<file path="config.mk">
export PLATFORM = sky130hd
export DESIGN_NAME = lcvs_ctrl
export DESIGN_NICKNAME = d
export VERILOG_FILES = /design/src/lcvs_pkg.sv /design/src/lcvs_ctrl.sv
export SDC_FILE = /design/constraint.sdc
export NUM_CORES = 1
export LEC_CHECK = 0
export BUFFER_PORTS_ARGS = -buffer_cell sky130_fd_sc_hd__buf_2
export CORE_AREA = 2 2 39 41
export CTS_CLUSTER_DIAMETER = 120
export CTS_CLUSTER_SIZE = 30
export DETAILED_ROUTE_END_ITERATION = 10
export DIE_AREA = 0 0 41 43
export PLACE_DENSITY = 0.5
export SKIP_LAST_GASP = 1
export SLEW_MARGIN = 5
export SYNTH_ARGS = -nofsm -noshare
export SYNTH_HDL_FRONTEND = slang
export SYNTH_SLANG_ARGS = --single-unit
</file>
<file path="constraint.sdc">
create_clock -name clk -period 1.6 [get_ports clk]
set_clock_uncertainty 0.05 [all_clocks]
set_input_delay 0.16 -clock clk [delete_from_list [all_inputs] [get_ports clk]]
set_output_delay 0.16 -clock clk [all_outputs]
set_load 0.05 [all_outputs]
</file>
<file path="src/lcvs_pkg.sv">
// Shared constants, types and helpers for the LED cube voxel store and scanner.
// Depends on nothing; every other file imports it.
package lcvs_pkg;

	localparam int CUBE_SIDE   = 24;
	localparam int CUBE_LAYERS = 32;
	localparam int TILE_SIDE   = 8;

	localparam int LANES     = 9;
	localparam int LANE_W    = $clog2(LANES);
	localparam int LAYER_W   = (CUBE_LAYERS > 1) ? $clog2(CUBE_LAYERS) : 1;
	localparam int TILE_W    = $clog2(TILE_SIDE * TILE_SIDE);
	localparam int ADDR_W    = LAYER_W + TILE_W;
	localparam int MEM_DEPTH = CUBE_LAYERS * TILE_SIDE * TILE_SIDE;

	localparam logic [ADDR_W-1:0]  CLR_LAST   = ADDR_W'(MEM_DEPTH - 1);
	localparam logic [LAYER_W-1:0] LAYER_LAST = LAYER_W'(CUBE_LAYERS - 1);
	localparam logic [5:0]         SIDE_LIM   = 6'(CUBE_SIDE);
	localparam logic [5:0]         LAYER_LIM  = 6'(CUBE_LAYERS);
	localparam logic [7:0]         LATCH_STEP = 8'(3 * TILE_SIDE * TILE_SIDE);

	localparam logic [7:0] CMD_CLEAR = 8'hE1;
	localparam int         START_BIT = 7;
	localparam int         RGB_BIT   = 6;

	localparam logic [1:0] COLOR_RED   = 2'd0;
	localparam logic [1:0] COLOR_GREEN = 2'd1;
	localparam logic [1:0] COLOR_BLUE  = 2'd2;

	typedef struct packed {
		logic take_byte;
		logic take_tick;
		logic load_out;
		logic clear_step;
	} lcvs_cmd_t;

	typedef struct packed {
		logic clear_req;
		logic clear_done;
	} lcvs_sts_t;

	// scan order within a layer: green, blue, red
	function automatic logic [1:0] color_of_slot(input logic [1:0] slot);
		logic [1:0] c;
		unique case (slot)
			2'd0: c = COLOR_GREEN;
			2'd1: c = COLOR_BLUE;
			2'd2: c = COLOR_RED;
			default: c = COLOR_RED;
		endcase
		return c;
	endfunction

endpackage

</file>
<file path="src/lcvs_ctrl.sv">
// Controller: handshakes, store clearing sequence and result valid.
// Depends on lcvs_pkg.
module lcvs_ctrl import lcvs_pkg::*; (
	input  logic      clk,
	input  logic      arst_n,
	input  logic      in_valid,
	input  logic      in_func,
	output logic      in_ready,
	output logic      out_valid,
	input  logic      out_ready,
	input  lcvs_sts_t sts,
	output lcvs_cmd_t cmd
);

	typedef enum logic [2:0] {
		ST_IDLE  = 3'b001,
		ST_CLEAR = 3'b010,
		ST_READ  = 3'b100
	} state_t;

	state_t state_q, state_d;
	logic   out_valid_q;
	logic   out_free;
	logic   accept;

	assign out_free  = !out_valid_q || out_ready;
	assign in_ready  = (state_q == ST_IDLE);
	assign accept    = in_valid && in_ready;
	assign out_valid = out_valid_q;

	always_comb begin
		cmd.take_byte  = accept && !in_func;
		cmd.take_tick  = accept && in_func;
		cmd.load_out   = (state_q == ST_READ) && out_free;
		cmd.clear_step = (state_q == ST_CLEAR);
	end

	always_comb begin
		state_d = state_q;
		unique case (state_q)
			ST_IDLE: begin
				if (cmd.take_byte && sts.clear_req) state_d = ST_CLEAR;
				else if (cmd.take_tick) state_d = ST_READ;
			end
			ST_CLEAR: begin
				if (sts.clear_done) state_d = ST_IDLE;
			end
			ST_READ: begin
				if (out_free) state_d = ST_IDLE;
			end
			default: state_d = ST_IDLE;
		endcase
	end

	always_ff @(posedge clk or negedge arst_n) begin
		if (!arst_n) begin
			state_q     <= ST_CLEAR;
			out_valid_q <= 1'b0;
		end else begin
			state_q <= state_d;
			if (cmd.load_out) out_valid_q <= 1'b1;
			else if (out_ready) out_valid_q <= 1'b0;
		end
	end

endmodule

</file>
==> out/metrics.cfg <==
[pwr]
power_leakage_nw=0.171
vdd_drop_max_uv=379
power_density_nw_per_um2=980
p_int_mw=0.245
seqPwrFrac=0.339
power.switching_mw=0.124
pwr-share-comb=0.284
pwr-share-clk=0.377
p_sw_frac=0.336
total_power_mw=0.369

[clocking]
insertion_delay_ns=0.24
cts_root_buf=clkbuf_4
cts_setup_buffers=0
htreeDepth=1
max-clock-path-buffers=2
cts_made_buffers=3
cts_sinks=4
clk_pin_slew_ns=0.04
cts_tree=yes

[critical_path]
r2r_slack_ns=0.39
r2r_start=state_q[1]$_DFFE_PN1P_
critPathLaunchType=flip-flop
critPathMaxStageDelay_ns=0.59
cp_max_fo=6
crit_arrival_ns=1.33
rr_worst_depth=3
r2r-end=state_q[0]$_DFFE_PN0P_
cp.required_ns=1.39
crit_chain=inv_1, nor3_2, buf_2
crit_type=reg -> out
crit_path_end_kind=output pin
critPathSlowestCell=dfstp_2

[timing]
setup_tns_ns=0
fmax_mhz=650
period_minus_slack_ns=1.54
fin_crit_sh=0.962
slew_viol_final=0
setup_viol=0
tightestPinTransition_ns=0.318
hold_violations=0
grt_setup_unrepaired=false
slew_headroom=0.787

[synth]
ys_seq_area_frac=0.431
synth_nets=31
synthDistinctLibCells=19
syn-instance-count=24
synth-main-ff-cell=dfrtp_1
syn_avg_cell_area_sq_um=9.80
ys_seq_elements=4
synth_edf_count=0
async_flop_share=1.00
synthesis.area_sq_um=235
yosysTopAreaCell=dfrtp_1
netlist.area_leader.share=0.319
yosys-top-cells-area=dfrtp_1 32%, dfstp_2 11%, nand4bb_2 6.9%
yosysWarnings=0

[floorplan]
io_pins=13
die_w_um=41
die_h_um=43
num_rows=14
initial_core_util=0.170
fp.dieArea_sq_um=1760
core_sq_um=1380

[routing]
num_vias=232
viasPerCell=4.07
postRouteAntennaNets=0
wl_per_cell_um=9.91
routed_wirelength_um=565
drcViolationCount=0
drtIter0Drc=0
dr.pass1.iters=1

[global_routing]
grt_usage=0.0797
grt_pass1_vias=219
grt_max_degree=9
grt_pass1_wl_um=876
grt_antenna_before_repair=0
gr-total-overflow=0

[hold_path]
hold_path_depth=2
worst_hold_path_type=in -> reg
hold_start=sts[1]
hold_path_end=state_q[1]$_DFFE_PN1P_

[layout]
final_area_sq_um=377
fillers=147
syn2layout_area_growth_pct=60.1
diodes=0
nets=49
final_cells=57
drive_gt1_frac=0.561
utilization=0.272

[run]
cap_viol_max_count=0

[run_status]
status=finished, final reports clean

[placed_design]
hpwl_um=427
io_buffer_count=12
dp.cells=52
dpl_cell_area_sq_um=334
place_congestion=0.603

[registers in the layout (all words and copies together) (netlist names)]
signal / count
state_q: 3
out_valid: 1
[synth_stat cells (all sizes together), types with 2 or more instances]
cell type and number:
dfrtp 3, inv 2, nor2 4, nor3b 2
[through the flow]
step	hold WS, ns	setup slack, ns
global placement	-0.0812	0.256
finish	0.148	0.0610
CTS	0.145	0.0218
floorplan	-0.186	-0.00690
detailed placement	-0.0818	0.256
global route	0.152	0.0000617
[kinds of logic after synthesis]
group	synth area share
and+or+nand+nor	0.415
buffers and inverters	0.0319
DFF	0.431
AOI/OAI and AO/OA	0.122
[layout make-up]
| cell class | count | area, sq um | area share |
|---|---|---|---|
| multi-input combinational | 18 | 145 | 0.385 |
| sequential | 4 | 103 | 0.272 |
| inverter | 2 | 7.51 | 0.0199 |
| timing repair buffer | 13 | 75.1 | 0.199 |
| tap | 16 | 20.0 | 0.0532 |
| clock buffer | 4 | 26.3 | 0.0698 |
[routing by layer]
metal  vias up  GRT usage  wire [um]
met4         0     0.0800          0
met5         -          0          0
met3         0     0.0314         61
met2        13     0.0875        203
li1        121          -          -
met1        98      0.108        300
[worst max-delay path: cells and delay by family (launching register included)]
family / cells / cell delay, ns
flops: 1 / 0.59
buf+inv: 2 / 0.37
simple gates: 1 / 0.14
[power groups by stage]
stage | Combinational (mW) | Sequential, mW | Clock, mW
floorplan | 0.0703 | 0.130 | 0
global placement | 0.101 | 0.126 | 0
detailed placement | 0.102 | 0.126 | 0
CTS | 0.105 | 0.125 | 0.149
global route | 0.114 | 0.127 | 0.155
finish | 0.105 | 0.125 | 0.139
[worst max-delay path by stage]
stage	endpoint	slack [ns]	start	cells after the start
floorplan	state_q[1]$_DFFE_PN1P_	-0.007	state_q[1]$_DFFE_PN1P_	3
global placement	cmd[3]	0.26	state_q[2]$_DFFE_PN0P_	3
detailed placement	cmd[3]	0.26	state_q[2]$_DFFE_PN0P_	3
CTS	cmd[2]	0.02	state_q[2]$_DFFE_PN0P_	3
global route	cmd[0]	0.00006	state_q[1]$_DFFE_PN1P_	3
finish	cmd[0]	0.06	state_q[1]$_DFFE_PN1P_	3
[timing repair]
item                                    CTS  global route
hold endpoints to repair                  4             0
hold buffers                              1             0
endpoints found under the setup margin    1             3
gates resized for setup                   1             2
[cell usage in the layout, fill, tap and decap left out]
cell	n
nor3b_1	1
buf_2	10
clkbuf_1	1
dfrtp_2	1
nand3b_1	1
clkbuf_4	4
nor3_2	1
nand2b_1	1
dlygate4sd3_1	1
nor3b_4	1
inv_1	2
nand2_1	1
nand4b_1	1
and3_4	1
nor2b_1	1
dfstp_2	1
nand4bb_2	1
nor2_1	2
buf_4	1
nor2_2	2
a21oi_1	1
a22o_1	1
o22a_1	1
dfrtp_1	2
a31oi_1	1
No activity file was read; power rests on OpenSTA's default activity.
